**src/hdl/three_phase_sine_pwm_stepper_top_macros.svh**
```systemverilog
// Assertion macros for the three-phase sine PWM stepper.
// Included by the modules that carry assertions; no other dependencies.
`ifndef THREE_PHASE_SINE_PWM_STEPPER_TOP_MACROS_SVH
`define THREE_PHASE_SINE_PWM_STEPPER_TOP_MACROS_SVH
`ifndef NO_ASSERTIONS
// expr holds at every clock edge out of reset
`define SPS_ASSERT_ALWAYS(lbl, clk, rst_n, expr) \
    lbl: assert property (@(posedge clk) disable iff (!rst_n) (expr)) \
        else $error("assertion failed");
// ante implies cons in the same cycle
`define SPS_ASSERT_IMPL(lbl, clk, rst_n, ante, cons) \
    lbl: assert property (@(posedge clk) disable iff (!rst_n) (ante) |-> (cons)) \
        else $error("assertion failed");
// ante implies cons in the next cycle
`define SPS_ASSERT_NEXT(lbl, clk, rst_n, ante, cons) \
    lbl: assert property (@(posedge clk) disable iff (!rst_n) (ante) |=> (cons)) \
        else $error("assertion failed");
`else
`define SPS_ASSERT_ALWAYS(lbl, clk, rst_n, expr)
`define SPS_ASSERT_IMPL(lbl, clk, rst_n, ante, cons)
`define SPS_ASSERT_NEXT(lbl, clk, rst_n, ante, cons)
`endif
`endif

```
**src/hdl/sps_pkg.sv**
```systemverilog
// Package for the three-phase sine PWM stepper: payload structs, codes, constants.
// No dependencies.
package sps_pkg;

    localparam int CFG_IDX_W   = 2;
    localparam int SLOT_W      = 8;
    localparam int QUEUE_DEPTH = 4;
    localparam int QPTR_W      = $clog2(QUEUE_DEPTH);
    localparam int NUM_LANES   = 6;

    localparam logic [15:0] INITIAL_TARGET_RESET = 16'd1143;
    localparam logic [15:0] DUTY_SCALE_RESET     = 16'd19661;
    localparam logic [15:0] PERIOD_STEP          = 16'd2;
    localparam logic [15:0] PERIOD_MAX           = 16'hFFFF;

    localparam logic [CFG_IDX_W-1:0] CFG_INITIAL_TARGET = 2'd0;
    localparam logic [CFG_IDX_W-1:0] CFG_DUTY_SCALE     = 2'd1;

    typedef enum logic [1:0] {
        CMD_TICK  = 2'd0,
        CMD_HALVE = 2'd1,
        CMD_WRITE = 2'd2
    } t_cmd;

    typedef enum logic {
        JOB_TICK  = 1'b0,
        JOB_WRITE = 1'b1
    } t_job_kind;

    typedef logic [SLOT_W-1:0] t_slot;

    typedef struct packed {
        logic [1:0]  cmd;
        logic [4:0]  entry_addr;
        logic [15:0] entry_value;
    } t_in;

    typedef struct packed {
        logic [15:0] u_high;
        logic [15:0] u_low;
        logic [15:0] v_high;
        logic [15:0] v_low;
        logic [15:0] w_high;
        logic [15:0] w_low;
        logic [15:0] step_period;
    } t_out;

    // tick: addr = position, value = period; write: addr = entry, value = data
    typedef struct packed {
        t_job_kind   kind;
        t_slot       addr;
        logic [15:0] value;
    } t_job;

    typedef struct packed {
        logic        load;
        logic [15:0] value;
    } t_cfg_load;

endpackage

```
**src/hdl/sps_front.sv**
```systemverilog
// Front of the sine PWM stepper: accepts beats, keeps period/target/position,
// and queues table writes and ticks. Depends on sps_pkg and the macro header.
`include "three_phase_sine_pwm_stepper_top_macros.svh"
module sps_front
    import sps_pkg::*;
#(
    parameter int STEPS = 30
) (
    input  logic      i_clk,
    input  logic      i_rst_n,
    input  logic      i_in_valid,
    input  t_in       i_in,
    output logic      o_in_stall,
    input  t_cfg_load i_cfg,
    input  logic      i_q_full,
    output logic      o_push,
    output t_job      o_job
);

    localparam int PW = $clog2(STEPS);

    logic [15:0]   r_target;
    logic [15:0]   r_period;
    logic [PW-1:0] r_pos;
    logic [15:0]   n_target;
    logic [15:0]   n_period;
    logic [PW-1:0] n_pos;

    logic          accept;
    logic [15:0]   p_up;
    logic [15:0]   p_dn;
    logic [15:0]   p_adj;

    assign o_in_stall = i_q_full;
    assign accept     = i_in_valid && !i_q_full;

    always_comb begin
        p_up = r_period;
        if (r_target > r_period) begin
            p_up = (r_period >= PERIOD_MAX - 16'd1) ? PERIOD_MAX : r_period + PERIOD_STEP;
        end
        p_dn = p_up;
        if (r_target < p_up) begin
            p_dn = (p_up <= PERIOD_STEP) ? '0 : p_up - PERIOD_STEP;
        end
        p_adj = (r_pos == '0) ? p_dn : r_period;
    end

    always_comb begin
        n_target   = r_target;
        n_period   = r_period;
        n_pos      = r_pos;
        o_push     = 1'b0;
        o_job      = '0;
        if (i_cfg.load) begin
            n_target = i_cfg.value;
            n_period = i_cfg.value;
        end else if (accept) begin
            unique case (i_in.cmd)
                CMD_TICK: begin
                    n_period    = p_adj;
                    n_pos       = (r_pos == PW'(STEPS - 1)) ? '0 : r_pos + 1'b1;
                    o_push      = 1'b1;
                    o_job.kind  = JOB_TICK;
                    o_job.addr  = t_slot'(r_pos);
                    o_job.value = p_adj;
                end
                CMD_HALVE: begin
                    n_target = r_target >> 1;
                end
                CMD_WRITE: begin
                    if (int'(i_in.entry_addr) < STEPS) begin
                        o_push      = 1'b1;
                        o_job.kind  = JOB_WRITE;
                        o_job.addr  = t_slot'(i_in.entry_addr);
                        o_job.value = i_in.entry_value;
                    end
                end
                default: begin
                end
            endcase
        end
    end

    always_ff @(posedge i_clk) begin
        if (!i_rst_n) begin
            r_target <= INITIAL_TARGET_RESET;
            r_period <= INITIAL_TARGET_RESET;
            r_pos    <= '0;
        end else begin
            r_target <= n_target;
            r_period <= n_period;
            r_pos    <= n_pos;
        end
    end

    `SPS_ASSERT_NEXT(a_period_hold, i_clk, i_rst_n, accept && !i_cfg.load && (i_in.cmd == CMD_TICK) && (r_pos != '0), $stable(r_period))

endmodule

```
**config.mk**
```make
export PLATFORM = sky130hd
export DESIGN_NAME = sps_front
export DESIGN_NICKNAME = d
export VERILOG_FILES = /design/src/hdl/sps_pkg.sv /design/src/hdl/sps_front.sv
export VERILOG_INCLUDE_DIRS = /design/src /design/src/hdl
export SDC_FILE = /design/constraint.sdc
export NUM_CORES = 1
export LEC_CHECK = 0
export BUFFER_PORTS_ARGS = -buffer_cell sky130_fd_sc_hd__buf_2
export CORE_MARGIN = 2
export CORE_UTILIZATION = 57
export DETAILED_ROUTE_END_ITERATION = 7
export PLACE_DENSITY = 0.84
export SLEW_MARGIN = 40
export SYNTH_ARGS = -nofsm -noshare
export SYNTH_HDL_FRONTEND = slang
export SYNTH_SLANG_ARGS = --single-unit
```
**constraint.sdc**
```tcl
create_clock -name i_clk -period 6.5 [get_ports i_clk]
set_input_delay 0.65 -clock i_clk [delete_from_list [all_inputs] [get_ports i_clk]]
set_output_delay 0.65 -clock i_clk [all_outputs]
set_load 0.02 [all_outputs]
```
Yosys cells after proc, flatten, opt, wreduce, memory -nomap -nowiden --
Cells that the tools add are included. Widths: inputs -> output; s select.
Operators by class: add/sub/neg operators 3, magnitude comparators 5, equal/unequal tests 3, mux-type cells 20, bitwise operators 1, reductions and logical operators 10
Operators by type and width (count):
- $mux 16 | 11
- $mux 25 | 3
- $pmux 25 s2 | 1
- $add 16x2->16 const B | 1
- $ge 16x16->1 const B | 1
- $gt 16x16->1 | 1
- $le 16x2->1 const B | 1
- $lt 16x16->1 | 1
- $sub 16x2->16 const B | 1
- $reduce_bool 2->1 | 3
- $add 5x1->5 const B | 1
- $eq 5x5->1 const B | 1
- $logic_not 5->1 | 1
- $lt 5x5->1 const B | 1
- $mux 5 | 1
- $reduce_and 2->1 | 2
- $mux 1 | 3
- $reduce_and 3->1 | 1
- $eq 2x1->1 const B | 1
- $eq 2x2->1 const B | 1
- $logic_not 2->1 | 1
- $pmux 1 s2 | 1
- $logic_and 1x1->1 | 1
- $logic_not 1->1 | 1
- $not 1->1 | 1
Storage, ports and cells: register bits after elaboration 37, output and inout port bits 27

Logic depth before layout (Yosys ltp) --
Gate-level depths: netlist of the first run.
depth in word-level cells 10, mapped depth 24, depth with buffers taken out 20

Worst setup path before layout of the first run --
Ideal clock, no wire load.
path kind reg-to-output, start register r_period[9], end output port o_job[8] (netlist bit), arrival 4.994 ns, required time 5.850 ns, path slack 0.856 ns, stages on the path, launching flop included 21, path buffers 2, cells stage by stage dfxtp_1 > clkbuf_1 > inv_1 > ha_1 > a21oi_1 > nor3_1 > or4_1 > or3_1 > buf_2 > nand3_1 > mux2i_1 > ha_1 > a21o_1 > a21o_1 > a21oi_1 > nand2b_1 > a21oi_1 > a32oi_1 > nor3_2 > mux2_2 > o21ai_0
RTL lines:
- start, declared | line sps_front.sv:23 | logic [15:0] r_period;
- start signal, assigned | line sps_front.sv:92 | r_period <= n_period;
- end, declared | line sps_front.sv:17 | output t_job o_job

==> results of run 1 <==
==> metrics by stage <==
stage          instances  setup TNS [ps]  cell area [sq um]  power, mW  hold slack, ps
2_1_floorplan        503               0               3760      0.465             470
3_3_place_gp         627               0               4150      0.543             512
3_5_place_dp         627               0               4150      0.550             531
4_1_cts              634               0               4240      0.713             540
5_1_grt              635           -2.54               4260      0.759             567
6_report             635               0               4260      0.728             542
==> state kept, by name, indices dropped and copies added (netlist names) <==
name	flops
r_target	16
r_pos	5
r_period	16
==> placed cells by master, fill, tap and decap left out, types with 7 or more instances in the layout <==
cell / n
buf_2: 67
nand2_1: 62
dfxtp_1: 37
nor2_1: 36
ha_1: 30
a21oi_1: 27
o21ai_0: 24
inv_1: 23
a22oi_1: 22
nand4_1: 16
nand3_1: 16
nor3_1: 15
buf_4: 11
xnor2_1: 9
a31oi_1: 9
a222oi_1: 8
nor4_1: 7
o22ai_1: 7
==> cells by family (layout without fill, tap and decap cells) <==
logic type / after synthesis / in the layout / share of synthesized area [%]
xor gates and xnor gates: 12 / 12 / 2.80
and+or+nand+nor: 194 / 194 / 26.3
muxes: 9 / 9 / 2.60
adders and majority gates: 30 / 30 / 10.0
other: 1 / 3 / 0.0999
buffers and inverters: 54 / 109 / 6.10
DFF: 37 / 37 / 19.7
AOI/OAI and AO/OA: 164 / 164 / 32.4
==> final timing paths <==
path	startpoint	end	slack [ps]	cells after the start
hold / removal	r_target[15]	r_target[15]	540	2
setup / recovery	r_period[13]	o_job[15]	290	19
hold reg to reg	r_target[15]	r_target[15]	540	2
setup reg to reg	r_period[13]	r_period[4]	1310	19
==> area by class of cell <==
cell class | count | area [sq um] | area share [%]
Clock buffer | 7 | 86.3 | 2.03
Sequential cell | 37 | 741 | 17.4
Timing Repair Buffer | 79 | 423 | 9.93
Tap cell | 77 | 96.3 | 2.26
Multi-Input combinational cell | 412 | 2830 | 66.4
Inverter | 23 | 86.3 | 2.03
==> power breakdown <==
part / leakage [nW] / total, mW / switching (mW) / internal [mW]
Combinational: 1.48 / 0.291 / 0.179 / 0.112
Clock: 0.0443 / 0.167 / 0.0828 / 0.0842
Sequential: 0.306 / 0.270 / 0.0288 / 0.242
Total: 1.83 / 0.728 / 0.291 / 0.437
==> layer usage <==
metal	track usage, %	vias to the layer above	share of wire [%]
met1	51.4	2090	42
met5	0	-	0
li1	-	2046	-
met2	53.8	312	43
met4	11.7	0	3.0
met3	8.46	34	12
==> critical path: stages (launching register included) <==
cell,delay (ps)
dfxtp_1,490
inv_1,140
ha_1,330
a21oi_1,130
o21ai_0,90
or4_1,580
or3_4,500
nand3_1,150
mux2i_1,350
ha_1,310
a21o_1,160
a21o_1,170
a21oi_1,290
nand2b_1,90
a21oi_1,180
a32oi_1,220
clkbuf_2,220
o31ai_4,380
o21ai_0,270
buf_2,220
==> flow_summary.ini, run 1 <==
[layout]
area_delta_synth_final_pct = 13.5
antenna_cells = 0
drive_gt1_share_pct = 21.0
fin_nets = 632
utilization_pct = 67.1
fillers = 571

[synth]
ys_seq_area_share_pct = 19.7
synthFlopType = dfxtp_1
avgSynthCellArea_sq_um = 7.49
synth_edf_count = 0
synthesis.area_sq_um = 3750
synth_cell_types = 73
syn_inst = 501
ys_warn_count = 0
yosys.area.top_type = dfxtp_1
yosysMostFrequentCell = nand2_1
synthTopCellsByArea = dfxtp_1 20%, ha_1 10%, nand2_1 6.2%
async_flop_share_pct = 0
yosys.area.top_type_share_pct = 19.7
synthTopCellsByCount = 62 x nand2_1, 37 x dfxtp_1, 37 x nor2_1, 30 x ha_1, 27 x a21oi_1
synth-seq-cells = 37

[clock_network]
numCtsBuffers = 5
postCtsHoldBufs = 0
cts_tree = built
cts-root-buf = clkbuf_8
htree_levels = 2
post_cts_buffers = 0
path_clk_slew_ps = 70
cts.sink_count = 37
cts_buffer_depth = 2
cts-resized-gates = 0
insertion_delay_ps = 290

[critical_path]
crit_fanout = 13
required_ps = 5850
end_kind = output port
arrival_ps = 5560
crit_type = reg2out
startpoint_type = flip-flop

[run_status]
status = completed

[sta]
maxSlewHeadroom_pct = 44.3
tightest_slew_ps = 829
setup_viol = 0
maxSlewViolCount = 0
finalWorstSetupSlack_ps = 292
fin_crit_sh_pct = 95.5
finalHoldViolations = 0
rsz0062_at_grt = yes
timing.fmax_mhz = 161
fin_worst_skew_ps = 13.3
fin_crit_ps = 6210

[worst_hold_path]
hold_path_class = reg2reg

[placement]
place_hpwl_microns = 10500
place_ws_ps = 507
gp_congestion = 1.07
port_buffers = 67

[pwr]
irDropWorstVdd_uv = 113
p_leak_nw = 1.83
power_density_nw_per_um2 = 171

[floorplanning]
die_x_microns = 85.2
dieHeight_microns = 85.2
initial_core_util_pct = 59.1
core-area_sq_um = 6350
row_count = 29
io-pin-count = 71
dieArea_sq_um = 7250

[grt]
grt_pass1_vias = 4007
grt_start_max_net_pins = 23
overflow = 0
grt_use_total_pct = 36.1
grt_first_pass_wirelength_microns = 20800
antenna_found_initial = 0

[drt]
totalWireLength_microns = 13300
dr.pass1.iters = 5
wire_per_inst_microns = 21.0
drc_errors = 0
num_vias = 4482
antenna_left = 0
drt_iter0_markers = 495
avgViaCountPerCell = 7.06

[flow_run]
cap_violations = 0
No activity file was read; power rests on OpenSTA's default activity.
==> run 2: changes to the inputs <==
- CORE_UTILIZATION: 57 -> 58
- CTS_BUF_LIST: unset -> sky130_fd_sc_hd__clkbuf_2 sky130_fd_sc_hd__clkbuf_4 sky130_fd_sc_hd__clkbuf_8
- PLACE_DENSITY: 0.84 -> 0.85
==> flow_summary.ini, run 2 (synthesis results as in run 1) <==
[sta]
rsz0062_at_grt = no
holdWs_ps = 524
fin_crit_sh_pct = 97.1
setup_viol = 0
fin_crit_ps = 6310
timing.fmax_mhz = 159
fin_worst_skew_ps = 13.0
maxSlewHeadroom_pct = 41.9
finalSetupTns_ps = 0
tightest_slew_ps = 868
finalHoldViolations = 0
maxSlewViolCount = 0

[drt]
drc_errors = 0
avgViaCountPerCell = 7.14
antenna_left = 0
drt_iter0_markers = 507
num_vias = 4533
wire_per_inst_microns = 21.2
totalWireLength_microns = 13500
dr.pass1.iters = 6

[layout]
layout.area.seq_sq_um = 742
area_delta_synth_final_pct = 13.3
most-common-layout-cells = 67 x buf_2, 62 x nand2_1, 36 x nor2_1, 36 x dfxtp_1, 30 x ha_1
layout.cells.non_filler = 635
reg.largest.list = r_period (16), r_target (16), r_pos (5)
mostFrequentLayoutCell = buf_2
fillers = 555
antenna_cells = 0
utilization_pct = 67.4
fin_nets = 631
drive_gt1_share_pct = 21.3
multi_input_area_sq_um = 2830

[pwr]
power_density_nw_per_um2 = 171
irDropWorstVdd_uv = 94.5
power_mw = 0.725
p_leak_nw = 1.83

[worst_hold_path]
whs_path_depth = 2
holdPathEnd = r_pos[1]
holdCritStartpoint = r_pos[1]
hold_path_class = reg2reg

[clock_network]
post_cts_buffers = 0
cts-resized-gates = 0
htree_levels = 2
cts_tree = built
cts_buffer_depth = 2
cts.sink_count = 37
path_clk_slew_ps = 80
insertion_delay_ps = 300
postCtsHoldBufs = 0
numCtsBuffers = 5
cts-root-buf = clkbuf_8

[critical_path]
crit_fanout = 13
rrSetupSlack_ps = 1350
crit_top_cell = a21oi_1
crit_type = reg2out
crit_family = simple AND/OR/NAND/NOR gates
r2r_end = r_period[14]
startpoint_type = flip-flop
critPathBufInv = 3
cpPeakStageDelay_ps = 570
end_kind = output port
cp_slowest_cell = or4_1
worstPathCellList = inv_1, ha_1, a21oi_1, o21ai_0, or4_1, or3_4, nand3_1, mux2i_1, ha_1, a21o_1, a21o_1, a21oi_1, nand2b_1, a21oi_1, a32oi_1, clkbuf_2, nor4_4, nor2_1, o21ai_0, buf_2
required_ps = 5850
r2r_start = r_period[13]
arrival_ps = 5660
worstRegToRegCells = 17

[placement]
port_buffers = 67
place_inst = 626
place_hpwl_microns = 10300
gp_congestion = 1.08

[floorplanning]
dieArea_sq_um = 7130
core-area_sq_um = 6310
initial_core_util_pct = 59.5
dieHeight_microns = 84.5
die_x_microns = 84.5
io-pin-count = 71
row_count = 29

[flow_run]
cap_violations = 0

[grt]
grt_start_max_net_pins = 23
antenna_found_initial = 0
grt_pass1_vias = 4261
overflow = 0
grt_first_pass_wirelength_microns = 21400
grt_use_total_pct = 37.2

[run_status]
status = completed
-- run 2: cell count changes in the layout (fill, tap and decap cells not counted), sizes merged --
cell,delta
buf,-1
clkbuf,-2
clkinv,+2
clkinvlp,+1
-- run 2: power by group --
part / leakage [nW] / switching (mW) / total, mW / internal, mW
clock network: 0.0439 / 0.0900 / 0.164 / 0.0741
registers: 0.306 / 0.0275 / 0.269 / 0.242
logic: 1.48 / 0.182 / 0.292 / 0.111
-- run 2: layer usage --
metal,global-route usage (%),up-vias,wire (microns)
li1,-,2047,-
met1,52.7,2097,5640
met2,56.8,342,5710
met3,5.90,47,1620
met4,14.9,0,491
met5,0,-,0
-- run 2: final cells by class --
class                           count  share of cell area, %
Multi-Input combinational cell    412                   66.5
Sequential cell                    37                   17.4
Timing Repair Buffer               78                   9.76
Tap cell                           77                   2.26
Inverter                           23                   2.03
Clock buffer                        5                   1.62
Clock inverter                      3                  0.412
-- run 2: worst max path at each step --
| stage | slack, ps | endpoint | depth (start not counted) | from |
|---|---|---|---|---|
| after floorplan | 860 | o_job[8] | 20 | r_period[9] |
| after global placement | 660 | o_job[3] | 20 | r_period[13] |
| after detailed placement | 520 | o_job[8] | 19 | r_period[13] |
| after CTS | 180 | o_job[8] | 19 | r_period[13] |
| after global routing | 70 | o_job[9] | 20 | r_period[13] |
| final | 190 | o_job[9] | 20 | r_period[13] |
-- run 2: worst min-delay path, delay by kind of cell, from the launching register on --
kind	cells	cell delay, ps
AND/OR/NAND/NOR	1	70
flip-flops	1	360
AO/OA/AOI/OAI	1	60
-- run 2: stage by stage --
stage / setup slack (ps) / area (sq um)
floorplan: 856 / 3760
global placement: 662 / 4140
detailed placement: 522 / 4150
CTS: 177 / 4230
global route: 66.8 / 4250
finish: 192 / 4250
==> run 3: changes to the inputs <==
- CORE_ASPECT_RATIO: unset -> 0.8
==> flow_summary.ini, run 3 (synthesis results as in run 1) <==
[sta]
maxSlewHeadroom_pct = 43.9
holdWs_ps = 538
maxSlewViolCount = 0
setup_viol = 0
finalSetupTns_ps = 0
tightest_slew_ps = 834
finalHoldViolations = 0
fin_crit_ps = 6360
fin_worst_skew_ps = 8.08
rsz0062_at_grt = no
timing.fmax_mhz = 157
fin_crit_sh_pct = 97.8

[layout]
area_delta_synth_final_pct = 14.0
most-common-layout-cells = 67 x buf_2, 62 x nand2_1, 37 x dfxtp_1
drive_gt1_share_pct = 21.3
antenna_cells = 0
final_cell_area_sq_um = 4280
layout.cells.non_filler = 643
fin_nets = 633
mostFrequentLayoutCell = buf_2
reg.largest.list = r_period (16), r_target (16), r_pos (5)

[placement]
place_hpwl_microns = 10500
place_area_sq_um = 4160
place_inst = 635
port_buffers = 67
gp_congestion = 1.06

[critical_path]
critPathBufInv = 3
end_kind = output port
crit_type = reg2out
r2r_end = r_period[4]
worstPathCellList = inv_1, ha_1, a21oi_1, o21ai_0, or4_1, or3_4, nand3_1, mux2i_2, ha_1, a21o_1, a21o_1, a21oi_1, nand2b_1, a21oi_1, a32oi_1, clkbuf_2, nor3_2, mux2_2, o21ai_0, buf_2
crit_family = simple AND/OR/NAND/NOR gates
required_ps = 5850
cpPeakStageDelay_ps = 590
arrival_ps = 5710
worstRegToRegCells = 19
cp_slowest_cell = or4_1
crit_fanout = 13
crit_top_cell = a21oi_1
r2r_start = r_period[13]
rrSetupSlack_ps = 1200
startpoint_type = flip-flop

[clock_network]
htree_levels = 2
numCtsBuffers = 5
cts-root-buf = clkbuf_8
path_clk_slew_ps = 80
cts_tree = built
cts.sink_count = 37
insertion_delay_ps = 300
cts_buffer_depth = 2

[run_status]
status = completed

[floorplanning]
core-area_sq_um = 6310
row_count = 26
dieArea_sq_um = 7140
dieHeight_microns = 76.0
initial_core_util_pct = 59.5
die_x_microns = 94.0
io-pin-count = 71

[worst_hold_path]
holdCritStartpoint = r_pos[1]
holdPathEnd = r_pos[1]
hold_path_class = reg2reg
whs_path_depth = 2

[grt]
overflow = 0
grt_start_max_net_pins = 23
grt_pass1_vias = 4060
antenna_found_initial = 0
grt_use_total_pct = 38.1
grt_first_pass_wirelength_microns = 21400

[drt]
wire_per_inst_microns = 21.5
avgViaCountPerCell = 7.06
totalWireLength_microns = 13800
dr.pass1.iters = 6
drc_errors = 0
drt_iter0_markers = 606
antenna_left = 0
num_vias = 4540

[pwr]
swShare_pct = 40.3
power_mw = 0.738
irDropWorstVdd_uv = 150
switchingPower_mw = 0.297
p_seq_share_pct = 36.6
combPwrFrac_pct = 40.1
p_leak_nw = 1.84
p_clk_share_pct = 23.3
power_density_nw_per_um2 = 172
p_int_mw = 0.441

[flow_run]
cap_violations = 0
[run 3: cell type report]
class                   instances  area, sq um
multi-input cells             412         2830
repair buffers                 80          430
inverters                      23         86.3
fillers                       582         2030
well taps                      84          105
flip-flops and latches         37          741
clock buffers                   7         90.1
[run 3: how the worst max path moves through the flow]
stage / slack [ps] / to / depth (start not counted) / start
5_1_grt: 8 / o_job[8] / 20 / r_period[13]
3_5_place_dp: 480 / o_job[8] / 19 / r_period[13]
4_1_cts: 110 / o_job[8] / 19 / r_period[13]
3_3_place_gp: 720 / o_job[8] / 19 / r_period[13]
2_1_floorplan: 860 / o_job[8] / 20 / r_period[9]
6_report: 140 / o_job[8] / 20 / r_period[13]
[run 3: layer usage]
metal | vias up | GRT usage, % | part of all wire [%]
li1 | 2042 | - | -
met2 | 357 | 55.8 | 42
met5 | - | 0 | 0
met1 | 2107 | 55.4 | 41
met3 | 34 | 10.7 | 15
met4 | 0 | 8.55 | 1.9
[run 3: power groups by stage]
stage | Sequential [mW] | Combinational [mW] | Clock [mW]
3_5_place_dp | 0.272 | 0.277 | 0
5_1_grt | 0.270 | 0.316 | 0.183
2_1_floorplan | 0.260 | 0.205 | 0
6_report | 0.270 | 0.296 | 0.172
4_1_cts | 0.267 | 0.279 | 0.170
3_3_place_gp | 0.272 | 0.270 | 0
[run 3: timing repair]
action,4_1_cts,5_1_grt
hold buffers,0,0
endpoints found under the setup margin,0,5
gates resized for setup,0,3
setup buffers,0,0
[run 3: per-stage QoR]
step | worst slack [ps] | utilization, %
finish | 143 | 67.8
global route | 8.09 | 67.8
floorplan | 856 | -
global placement | 718 | 65.9
CTS | 114 | 67.4
detailed placement | 479 | 66.0
[run 3: tightest hold or removal path, delay by kind of cell, from the launching register on]
kind            cells  cell delay (ps)
compound gates      1               60
simple gates        1               70
flops               1              360
