`config.mk`:
```
export PLATFORM = sky130hd
export DESIGN_NAME = sps_queue
export DESIGN_NICKNAME = d
export VERILOG_FILES = /design/src/hdl/sps_pkg.sv /design/src/hdl/sps_queue.sv
export VERILOG_INCLUDE_DIRS = /design/src /design/src/hdl
export SDC_FILE = /design/constraint.sdc
export NUM_CORES = 1
export LEC_CHECK = 0
export BUFFER_PORTS_ARGS = -buffer_cell sky130_fd_sc_hd__clkbuf_2
export CORE_UTILIZATION = 35
export DETAILED_ROUTE_END_ITERATION = 7
export PLACE_DENSITY_LB_ADDON = 0.3
export SLEW_MARGIN = 20
export SYNTH_ARGS = -nofsm -noshare
export SYNTH_HDL_FRONTEND = slang
export SYNTH_SLANG_ARGS = --single-unit
```
`constraint.sdc`:
```
create_clock -name i_clk -period 2 [get_ports i_clk]
set_clock_uncertainty 0.05 [all_clocks]
set_input_delay 0.4 -clock i_clk [delete_from_list [all_inputs] [get_ports i_clk]]
set_output_delay 0.4 -clock i_clk [all_outputs]
set_load 0.01 [all_outputs]
```
`src/hdl/three_phase_sine_pwm_stepper_top_macros.svh`:
```
// Assertion macros for the three-phase sine PWM stepper.
// Included by the modules that carry assertions; no other dependencies.
`ifndef THREE_PHASE_SINE_PWM_STEPPER_TOP_MACROS_SVH
`define THREE_PHASE_SINE_PWM_STEPPER_TOP_MACROS_SVH
`ifndef NO_ASSERTIONS
// expr holds at every clock edge out of reset
`define SPS_ASSERT_ALWAYS(lbl, clk, rst_n, expr) \
    lbl: assert property (@(posedge clk) disable iff (!rst_n) (expr)) \
        else $error("assertion failed");
// ante implies cons in the same cycle
`define SPS_ASSERT_IMPL(lbl, clk, rst_n, ante, cons) \
    lbl: assert property (@(posedge clk) disable iff (!rst_n) (ante) |-> (cons)) \
        else $error("assertion failed");
// ante implies cons in the next cycle
`define SPS_ASSERT_NEXT(lbl, clk, rst_n, ante, cons) \
    lbl: assert property (@(posedge clk) disable iff (!rst_n) (ante) |=> (cons)) \
        else $error("assertion failed");
`else
`define SPS_ASSERT_ALWAYS(lbl, clk, rst_n, expr)
`define SPS_ASSERT_IMPL(lbl, clk, rst_n, ante, cons)
`define SPS_ASSERT_NEXT(lbl, clk, rst_n, ante, cons)
`endif
`endif

```
`src/hdl/sps_pkg.sv`:
```
// Package for the three-phase sine PWM stepper: payload structs, codes, constants.
// No dependencies.
package sps_pkg;

    localparam int CFG_IDX_W   = 2;
    localparam int SLOT_W      = 8;
    localparam int QUEUE_DEPTH = 4;
    localparam int QPTR_W      = $clog2(QUEUE_DEPTH);
    localparam int NUM_LANES   = 6;

    localparam logic [15:0] INITIAL_TARGET_RESET = 16'd1143;
    localparam logic [15:0] DUTY_SCALE_RESET     = 16'd19661;
    localparam logic [15:0] PERIOD_STEP          = 16'd2;
    localparam logic [15:0] PERIOD_MAX           = 16'hFFFF;

    localparam logic [CFG_IDX_W-1:0] CFG_INITIAL_TARGET = 2'd0;
    localparam logic [CFG_IDX_W-1:0] CFG_DUTY_SCALE     = 2'd1;

    typedef enum logic [1:0] {
        CMD_TICK  = 2'd0,
        CMD_HALVE = 2'd1,
        CMD_WRITE = 2'd2
    } t_cmd;

    typedef enum logic {
        JOB_TICK  = 1'b0,
        JOB_WRITE = 1'b1
    } t_job_kind;

    typedef logic [SLOT_W-1:0] t_slot;

    typedef struct packed {
        logic [1:0]  cmd;
        logic [4:0]  entry_addr;
        logic [15:0] entry_value;
    } t_in;

    typedef struct packed {
        logic [15:0] u_high;
        logic [15:0] u_low;
        logic [15:0] v_high;
        logic [15:0] v_low;
        logic [15:0] w_high;
        logic [15:0] w_low;
        logic [15:0] step_period;
    } t_out;

    // tick: addr = position, value = period; write: addr = entry, value = data
    typedef struct packed {
        t_job_kind   kind;
        t_slot       addr;
        logic [15:0] value;
    } t_job;

    typedef struct packed {
        logic        load;
        logic [15:0] value;
    } t_cfg_load;

endpackage

```
`src/hdl/sps_queue.sv`:
```
// Short job queue between front and back of the sine PWM stepper.
// Depends on sps_pkg and the assertion macro header.
`include "three_phase_sine_pwm_stepper_top_macros.svh"
module sps_queue
    import sps_pkg::*;
(
    input  logic i_clk,
    input  logic i_rst_n,
    input  logic i_push,
    input  t_job i_job,
    output logic o_full,
    input  logic i_pop,
    output logic o_empty,
    output t_job o_head
);

    t_job              r_slot [QUEUE_DEPTH];
    logic [QPTR_W-1:0] r_wr_ptr;
    logic [QPTR_W-1:0] r_rd_ptr;
    logic [QPTR_W:0]   r_cnt;

    assign o_full  = (r_cnt == (QPTR_W+1)'(QUEUE_DEPTH));
    assign o_empty = (r_cnt == '0);
    assign o_head  = r_slot[r_rd_ptr];

    always_ff @(posedge i_clk) begin
        if (i_push) begin
            r_slot[r_wr_ptr] <= i_job;
        end
    end

    always_ff @(posedge i_clk) begin
        if (!i_rst_n) begin
            r_wr_ptr <= '0;
            r_rd_ptr <= '0;
            r_cnt    <= '0;
        end else begin
            if (i_push) begin
                r_wr_ptr <= r_wr_ptr + 1'b1;
            end
            if (i_pop) begin
                r_rd_ptr <= r_rd_ptr + 1'b1;
            end
            if (i_push && !i_pop) begin
                r_cnt <= r_cnt + 1'b1;
            end else if (!i_push && i_pop) begin
                r_cnt <= r_cnt - 1'b1;
            end
        end
    end

    `SPS_ASSERT_ALWAYS(a_cnt_bound, i_clk, i_rst_n, r_cnt <= (QPTR_W+1)'(QUEUE_DEPTH))
    `SPS_ASSERT_NEXT(a_cnt_inc, i_clk, i_rst_n, i_push && !i_pop, r_cnt == $past(r_cnt) + 1'b1)

endmodule

```
After elaboration in Yosys (flattened, before gate mapping)
Memories as Yosys holds them, arrays and structs flattened. A register that Yosys moved wholly into a read port is not among the register bits.
Index checks and enable logic that the tools add are counted.
- word-level logic and storage cells: 21
- bits in writable memories: 100
- memories: 1
- output and inout bits: 27
- flip-flop bits (word level): 7
- input bits: 29
- add/sub/neg operators: 4
- equality and inequality tests: 1
- reductions and logical operators: 6
- multiplexer cells: 6
- memories (name ; words ; bits a word ; rd ports ; clocked after Yosys merged registers in ; write ports ; line ; source):
    r_slot ; 4 ; 25 ; 1 ; 1 ; 1 ; sps_queue.sv:17 ; t_job r_slot [QUEUE_DEPTH];
- operators with widths (operator ; number):
    $mux W3 ; 2
    $add A2 B1 Y2 const B ; 2
    $mux W2 ; 2
    $add A3 B1 Y3 const B ; 1
    $eq A3 B3 Y1 const B ; 1
    $logic_not A3 Y1 ; 1
    $sub A3 B1 Y3 const B ; 1
    $logic_and A1 B1 Y1 ; 2
    $logic_not A1 Y1 ; 2
    $mux W1 ; 2
    $reduce_bool A2 Y1 ; 1

Logic depth before layout (Yosys ltp)
Gate-level depths: netlist of run 1.
- depth in word-level cells: 4
- mapped depth: 7
- gate-level depth less buffers: 7

Least setup slack after synthesis of run 1
No wires, ideal clock.
- path type: input to register
- start point: input port i_pop
- end point: register r_cnt[2]
- setup time: 76 ps
- arrival time: 1601 ps
- stages: 7
- path buffers: 0
- setup slack: 273 ps
- required time: 1874 ps
- path through: inv_1 -> ha_1 -> inv_1 -> fa_1 -> xor2_1 -> or3_1 -> a21boi_0
- longest elaborated chain between the ends: 3
- elaborated cells on any way between the ends: 5
- classes of those cells: mux: 1; reduce/logical: 4
- RTL lines (what ; line ; source):
    from (decl) ; sps_queue.sv:12 ; input logic i_pop,
    $logic_not A1 Y1 ; sps_queue.sv:44 ; if (i_push && !i_pop) begin
    $logic_and A1 B1 Y1 ; sps_queue.sv:44 ;
    $mux W3 / $reduce_bool A2 Y1 (equally long branches) ; n/a ;
    to (signal assigned) ; sps_queue.sv:45 ; r_cnt <= r_cnt + 1'b1;
    to (signal assigned) ; sps_queue.sv:47 ; r_cnt <= r_cnt - 1'b1;
    to (decl) ; sps_queue.sv:20 ; logic [QPTR_W:0] r_cnt;
Parallel ways exist; a longest one is shown, timed or not.
A chain may end at the register's enable or synchronous reset.

==> out/metrics.cfg, run 1 <==
[run_status]
outcome=complete, but fails checks
violations=negative setup slack

[synth]
yosysTopAreaCell=edfxtp_1
syn-mean-instance-area_sq_um=23.54
synthDominantCellAreaShare_pct=73.30
syn_nets=209
yosysMostFrequentCell=edfxtp_1
synth_area_sq_um=4096
async_flop_share_pct=0
synth_top_flop_cell=edfxtp_1
syn_inst=174
synth_edf_count=100
yosysWarnings=0
synth_area_leaders=edfxtp_1 (73%), mux4_2 (11%), dfxtp_1 (4.4%)
ys_seq_area_share_pct=77.70
synth.top_cells.by_count=edfxtp_1 (100), mux4_2 (20), and2_1 (9), dfxtp_1 (9)
synth_seq_cells=109
synthDistinctLibCells=22

[power]
switching_share_pct=21.22
p_clk_share_pct=34.4
power.share.combinational_pct=11.5
leakage_nw=1.726
p_seq_share_pct=54.2
netSwitchingPower_mw=1.041
power_density_nw_per_um2=988.1
irDropWorstVdd_mv=0.3526
intPower_mw=3.864
total_power_mw=4.905

[drt]
drt_iter0_drc=94
drt.antenna.violating_nets=0
dr_total_vias=1859
drt-wirelength-per-cell_microns=17.41
vias_per_cell=4.706
dr.pass1.iters=4
drc_errors=0
wirelength_microns=6878

[cts]
clockBufferDepth=2
path_clk_slew_ns=0.07
clockRootBuffer=clkbuf_16
clkSinkCount=109
post_cts_buffers=0
cts_buffers=9
cts_tree=built
cts_max_level=3
clkLatencyLatePin_ns=0.34

[sta]
drv_slew=0
relSlewSlack_pct=76.21
worst_slew_pin_slew_ns=0.3569
fin_ws_ns=-0.03916
setup_viol=24
fin_crit_sh_pct=102.0
max_freq_mhz=490.4
finalCriticalPeriod_ns=2.039
hold_violations=0
rsz0062_at_grt=yes

[place]
gp_congestion=0.6205
dpl.hpwl_microns=4249
io_buffer_count=55
dp.cells=377

[floorplanning]
dieArea_sq_um=12140
pin_count=56
die_y_microns=110.2
die_x_microns=110.2
rows=39
core_sq_um=11420
start_util_pct=35.88

[global_route]
gr-total-overflow=0
antenna_found_initial=0
grt_pass1_wl_microns=10480
grt_max_degree=26
grt.total_usage_pct=12.42
grt_pass1_vias=1921

[setup_path]
reg2reg_slack_ns=0.40
critPathArrivalTime_ns=1.59
crit_required_ns=1.55
start_kind=flop
path_class=reg -> out
worstSetupEndpointType=primary output
critical_path.max_fanout=5

[layout]
drive_gt1_share_pct=43.25
num_antenna_cells=0
final_cells=395
final_nets=282
area_growth_pct=21.17

[flow_run]
cap_violations=0

[worst_hold_path]
hp-class=in -> reg

cell families (layout without fill, tap and decap cells):
logic type	after synthesis	count (layout)	synth area share (%)
AOI/OAI and AO/OA	2	2	0.3054
buffers and inverters	10	88	1.985
and+or+nand+nor	15	15	2.230
DFF	109	109	77.70
xor gates and xnor gates	5	5	1.069
adders and majority gates	6	6	2.016
muxes	27	27	14.69
worst max-delay path: stages, from the launching register on:
cell and delay, ns:
dfxtp_4 0.42, clkbuf_16 0.18, mux4_2 0.50, clkbuf_2 0.15
per-layer routing:
layer	track usage, %	up-vias	wire length (microns)
li1	-	854	-
met1	16.56	958	3233
met2	18.97	40	3246
met3	3.645	7	285
met4	5.357	0	113
met5	0	-	0
final timing paths:
check                   to      start  cells after the start
max             o_head[16]       flop                      3
max reg2reg       r_cnt[2]   r_cnt[0]                      4
min          r_slot[1][20]  i_job[20]                      1
min reg2reg       r_cnt[2]   r_cnt[2]                      2
power by group through the flow:
stage,Sequential (mW),Combinational (mW),Clock [mW]
final,2.66,0.563,1.69
after global routing,2.67,0.622,1.82
after floorplan,2.69,0.331,0
after global placement,2.70,0.544,0
after CTS,2.66,0.567,1.74
after detailed placement,2.70,0.548,0
per-stage QoR:
stage                     setup slack (ns)  hold WS [ns]  instance area [sq um]  util (%)  TNS [ns]
after global placement              0.1186        0.4496                   4633     40.58         0
final                             -0.03916        0.2280                   4964     43.47   -0.4488
after detailed placement           0.04444        0.4865                   4633     40.58         0
after floorplan                     0.2732        0.4224                   4096         -         0
after CTS                         -0.07939        0.2141                   4932     43.20    -1.079
after global routing               -0.1002        0.2188                   4964     43.47    -2.064
sequential cells by signal, indices dropped and copies added, names as in the netlist, named ones only:
name	cells
r_rd_ptr	2
r_slot	100
r_cnt	3
r_wr_ptr	2
layout by cell type (no fill, tap or decap), drive strengths merged, types with 2 or more instances in the layout:
cell / n
mux2i: 2
inv: 4
edfxtp: 100
ha: 5
xnor2: 2
nor2b: 2
mux4: 25
buf: 13
clkinv: 3
xor2: 3
clkbuf: 66
dfxtp: 9
and2: 9
layout make-up:
| type | instances | area, sq um |
|---|---|---|
| multi-input cells | 55 | 815.8 |
| fillers | 1011 | 6455 |
| well taps | 143 | 178.9 |
| repair buffers | 68 | 483.0 |
| clock buffers | 11 | 232.7 |
| inverters | 4 | 15.01 |
| clock inverters | 5 | 51.30 |
| flip-flops and latches | 109 | 3187 |
repair_timing:
action                     in CTS  in global routing
setup endpoints to repair      24                 25
gates resized for setup         8                  3
cloned                          1                  1
hold buffers                    0                  0
No activity file was read; power rests on OpenSTA's default activity.
==> inputs of run 2 (changes only) <==
--- a/config.mk
+++ b/config.mk
@@ -7,6 +7,7 @@
 export NUM_CORES = 1
 export LEC_CHECK = 0
 export BUFFER_PORTS_ARGS = -buffer_cell sky130_fd_sc_hd__clkbuf_2
+export CORE_MARGIN = 3
 export CORE_UTILIZATION = 35
 export DETAILED_ROUTE_END_ITERATION = 7
 export PLACE_DENSITY_LB_ADDON = 0.3
@@ -14,3 +15,4 @@
 export SYNTH_ARGS = -nofsm -noshare
 export SYNTH_HDL_FRONTEND = slang
 export SYNTH_SLANG_ARGS = --single-unit
+export TNS_END_PERCENT = 20
==> run 2 against run 1 <==
  * The flow still finishes with violations (negative setup slack)
  * Critical endpoint is now o_head[12]
  * Core utilization up 1.5 points
  * Count of clock-buffer cells in the layout down 1
  * Via count up 0.32%
  * Critical path type unchanged
  * Non-clock buffer count up 4
  * Wire length up 0.67%
  * Register-to-register slack better by 0.04 ns
  * Largest cell class unchanged
  * Worst hold slack better by 0.0037 ns
  * Die area up 7.4%
  * Final cell count up 0.25%
==> out/metrics.cfg, run 2 (synthesized netlist as in run 1, its figures left out) <==
[sta]
max_freq_mhz=480.2
rsz0062_at_grt=yes
worst_slew_pin_slew_ns=0.3020
hold_violations=0
fin_ws_ns=-0.08246
finalCriticalPeriod_ns=2.082
fin_hold_ws_ns=0.2317
relSlewSlack_pct=79.87
setup_viol=25
fin_crit_sh_pct=104.1
drv_slew=0
setup_tns_ns=-1.329

[drt]
dr.pass1.iters=4
drt-wirelength-per-cell_microns=17.48
vias_per_cell=4.710
dr_total_vias=1865
drt_iter0_drc=68
drt.antenna.violating_nets=0
wirelength_microns=6924
drc_errors=0

[setup_path]
critical_path.max_fanout=6
critPathArrivalTime_ns=1.63
crit_top_cell=buf_12
slowest_delay_ns=0.52
crit_required_ns=1.55
path_class=reg -> out
slowest_stage=mux4_2
worstSetupEndpointType=primary output
crit_chain=buf_12, buf_12, mux4_2, clkbuf_2
start_kind=flop

[place]
dpl.hpwl_microns=4377
io_buffer_count=55
gp_congestion=0.6872

[cts]
cts_max_level=3
clkSinkCount=109
clockRootBuffer=clkbuf_16
ctsHoldBuffers=0
cts_buffers=9
clkLatencyLatePin_ns=0.33
path_clk_slew_ns=0.07
clockBufferDepth=2
cts_tree=built

[floorplanning]
core_sq_um=11130
pin_count=56
die_y_microns=114.2
start_util_pct=36.82
rows=38
die_x_microns=114.2
dieArea_sq_um=13040

[layout]
largest_reg_flops=100
layout_common_cells=edfxtp_1 (100), clkbuf_2 (54), mux4_2 (21), clkbuf_16 (11), and2_1 (9)
final_nets=286
regMostFlops=r_slot
area_growth_pct=22.02
reg.largest.list=r_slot x100, r_cnt x3
drive_gt1_share_pct=42.58
num_antenna_cells=0
final_common_cell=edfxtp_1

[global_route]
gr-total-overflow=0
antenna_found_initial=0
grt.total_usage_pct=10.98
grt_pass1_vias=1981
grt_pass1_wl_microns=10610
grt_max_degree=26

[power]
switching_share_pct=22.56
p_clk_share_pct=33.9
p_seq_share_pct=54.2
power_density_nw_per_um2=977.2
netSwitchingPower_mw=1.102
intPower_mw=3.782
leakage_nw=1.764
power.share.combinational_pct=11.8
irDropWorstVdd_mv=0.4401

[worst_hold_path]
hp-class=in -> reg

[run_status]
outcome=complete, but fails checks
violations=negative setup slack

[flow_run]
cap_violations=0

-- run 2: power groups by stage --
stage,clock (mW),combinational [mW],sequential [mW]
floorplan,0,0.331,2.69
global placement,0,0.540,2.70
detailed placement,0,0.546,2.71
CTS,1.71,0.552,2.66
global route,1.82,0.632,2.66
finish,1.66,0.579,2.65
-- run 2: repair_timing --
action,CTS,global route
setup endpoints to repair,25,22
setup buffers,1,4
gates resized for setup,2,2
gates cloned,0,2
-- run 2: cell type report --
class	count	area, sq um
clock inverters	6	53.80
fillers	980	6127
inverters	4	15.01
flip-flops and latches	109	3187
clock buffers	10	229.0
multi-input cells	55	828.3
repair buffers	72	510.5
well taps	140	175.2
-- run 2: path summary, 6_finish.rpt --
kind,from,cells after the start,endpoint,slack (ns)
hold / removal,i_job[19],1,r_slot[0][19],0.23
setup / recovery,flop,4,o_head[12],-0.08
setup reg to reg,r_cnt[0],4,r_cnt[2],0.44
hold reg to reg,r_cnt[2],2,r_cnt[2],0.48
-- run 2: worst max-delay path: cells and delay by family (launching register included) --
kind                   cells  cell delay, ns
buffers and inverters      3            0.41
DFF                        1            0.36
muxes                      1            0.52
-- run 2: routing by layer --
layer,global-route usage [%],up-vias,routed length [microns]
met5,0,-,0
met2,18.97,41,3615
met4,4.276,0,80
met1,13.05,951,2910
met3,3.013,6,318
li1,-,867,-
-- run 2: per-stage QoR --
step                      cells  power, mW  setup WS, ns  cell area, sq um  utilization [%]
after floorplan             174      3.020        0.2732              4096                -
after global placement      373      3.243        0.1219              4619            41.52
after detailed placement    373      3.255       0.06365              4619            41.52
after CTS                   390      4.924       -0.1129              4908            44.12
after global routing        396      5.107       -0.1401              4999            44.93
final                       396      4.884      -0.08246              4999            44.93
==> inputs of run 3 (changes only) <==
--- a/config.mk
+++ b/config.mk
@@ -11,6 +11,7 @@
 export CORE_UTILIZATION = 35
 export DETAILED_ROUTE_END_ITERATION = 7
 export PLACE_DENSITY_LB_ADDON = 0.3
+export RECOVER_POWER = 100
 export SLEW_MARGIN = 20
 export SYNTH_ARGS = -nofsm -noshare
 export SYNTH_HDL_FRONTEND = slang
==> run 3 against run 2 <==
  * The run still ends with negative setup slack left
  * Maximum frequency is essentially flat
  * Sequential cell count stayed put
  * Sequential power is essentially flat
  * Core utilization shrank 0.70 points
  * Setup slack got worse by 0.0020 ns
  * Wire length is 0.20% higher
  * Critical endpoint unchanged
  * Via count shrank 0.54%
  * Final cell count unchanged
  * Non-clock buffer count stayed put
  * Combinational power decreased by 4.3%
  * Die area unchanged
  * Count of clock-buffer cells in the layout unchanged
  * Largest cell class unchanged
==> out/metrics.cfg, run 3 (synthesized netlist as in run 1, its figures left out) <==
[setup_path]
critical-path-top-delay-family=multiplexers
slowest_delay_ns=0.52
crit_top_cell=buf_12
critPathArrivalTime_ns=1.63
worst_r2r_endpoint=r_slot[0][10]
worstSetupEndpointType=primary output
reg2reg_from=r_wr_ptr[0]
path_class=reg -> out
slowest_stage=mux4_2
reg2reg_depth=4
crit_required_ns=1.55
crit_chain=buf_12, buf_12, mux4_2, clkbuf_2
reg2reg_slack_ns=0.26
critPathBufInv=3
critical_path.max_fanout=6
start_kind=flop

[layout]
final_common_cell=edfxtp_1
drive_gt1_share_pct=30.86
post-route-util_pct=44.23
reg.largest.list=r_slot x100, r_cnt x3
nFillCells=995
final_nets=286
largest_reg_flops=100
area_growth_pct=20.13
regArea_sq_um=3187
layout_common_cells=edfxtp_1 (100), clkbuf_1 (31), clkbuf_2 (30), mux4_2 (21), clkbuf_16 (11)
num_antenna_cells=0
fin_area_sq_um=4921
multiInputGateArea_sq_um=828.3
regMostFlops=r_slot

[sta]
relSlewSlack_pct=48.69
worst_slew_pin_slew_ns=0.7697
rsz0062_at_grt=yes
fin_crit_sh_pct=104.2
fin_ws_ns=-0.08444
finalCriticalPeriod_ns=2.084
max_freq_mhz=479.7
setup_viol=25
hold_violations=0
drv_slew=0

[cts]
clockRootBuffer=clkbuf_16
path_clk_slew_ns=0.07
cts_buffers=9
clockBufferDepth=2
clkLatencyLatePin_ns=0.33
cts_max_level=3
clkSinkCount=109
cts_tree=built

[drt]
dr.pass1.iters=4
wirelength_microns=6938
drt-wirelength-per-cell_microns=17.52
vias_per_cell=4.684
drc_errors=0
drt.antenna.violating_nets=0
dr_total_vias=1855
drt_iter0_drc=67

[floorplanning]
core_sq_um=11130
die_x_microns=114.2
rows=38
start_util_pct=36.82
die_y_microns=114.2
dieArea_sq_um=13040
pin_count=56

[global_route]
grt_pass1_vias=1981
grt.total_usage_pct=10.98
antenna_found_initial=0
grt_pass1_wl_microns=10610
gr-total-overflow=0
grt_max_degree=26

[place]
post-place-ws_ns=0.06365
gp_congestion=0.6872
dpl.hpwl_microns=4377
placed_area_sq_um=4619
io_buffer_count=55

[run_status]
outcome=complete, but fails checks
violations=negative setup slack

[power]
netSwitchingPower_mw=1.104
power.share.combinational_pct=11.4
p_seq_share_pct=54.5
leakage_nw=1.655
intPower_mw=3.761
irDropWorstVdd_mv=0.4407
power_density_nw_per_um2=988.6
switching_share_pct=22.70
p_clk_share_pct=34.1
total_power_mw=4.865

[flow_run]
cap_violations=0

[worst_hold_path]
hold_start=i_job[4]
holdPathEnd=r_slot[2][4]
hp-class=in -> reg
hold_path_depth=1

-- run 3: changes by cell type in the layout (fill, tap and decap cells not counted), sizes merged --
cell	before	now
buf	16	10
clkbuf	66	72
-- run 3: worst reg2reg max path, cell delays in order, from the launching register on --
cell	delay, ns
dfxtp_1	0.40
inv_1	0.08
ha_1	0.19
and2_0	0.14
clkbuf_2	0.46
-- run 3: layout make-up --
class,count,area share (%)
tap,140,3.560
inverter,4,0.3051
multi-input combinational,55,16.83
clock inverter,6,1.093
sequential,109,64.76
clock buffer,10,4.653
timing repair buffer,72,8.797
-- run 3: power by group through the flow --
stage | Clock, mW | Sequential, mW | Combinational [mW]
after global placement | 0 | 2.70 | 0.540
after detailed placement | 0 | 2.71 | 0.546
after global routing | 1.82 | 2.66 | 0.607
after floorplan | 0 | 2.69 | 0.331
after CTS | 1.71 | 2.66 | 0.552
final | 1.66 | 2.65 | 0.554
-- run 3: layer usage --
layer,up-vias,share of wire [%],GRT usage (%),wire length (microns)
li1,864,-,-,-
met4,0,1.2,4.276,80
met3,6,4.6,3.013,316
met1,943,42,13.05,2926
met5,-,0,0,0
met2,42,52,18.97,3615
-- run 3: how the worst max path moves through the flow --
stage                     slack, ns         end   from  cells after the start
final                         -0.08  o_head[12]   flop                      4
after floorplan                0.27    r_cnt[2]  i_pop                      7
after global routing          -0.14  o_head[12]   flop                      4
after CTS                     -0.11  o_head[12]   flop                      3
after global placement         0.12    r_cnt[2]  i_pop                      8
after detailed placement       0.06    r_cnt[2]  i_pop                      8
-- run 3: per-stage QoR --
step	std cells	TNS (ns)	hold WS, ns
floorplan	174	0	0.4224
global placement	373	0	0.4519
detailed placement	373	0	0.4713
CTS	390	-1.636	0.2176
global route	396	-2.899	0.2636
finish	396	-1.376	0.2665
-- run 3: what timing repair did --
item | CTS | global route
gates resized for setup | 2 | 2
setup endpoints to repair | 25 | 22
setup buffers | 1 | 4
cloned | 0 | 2
hold buffers | 0 | 0
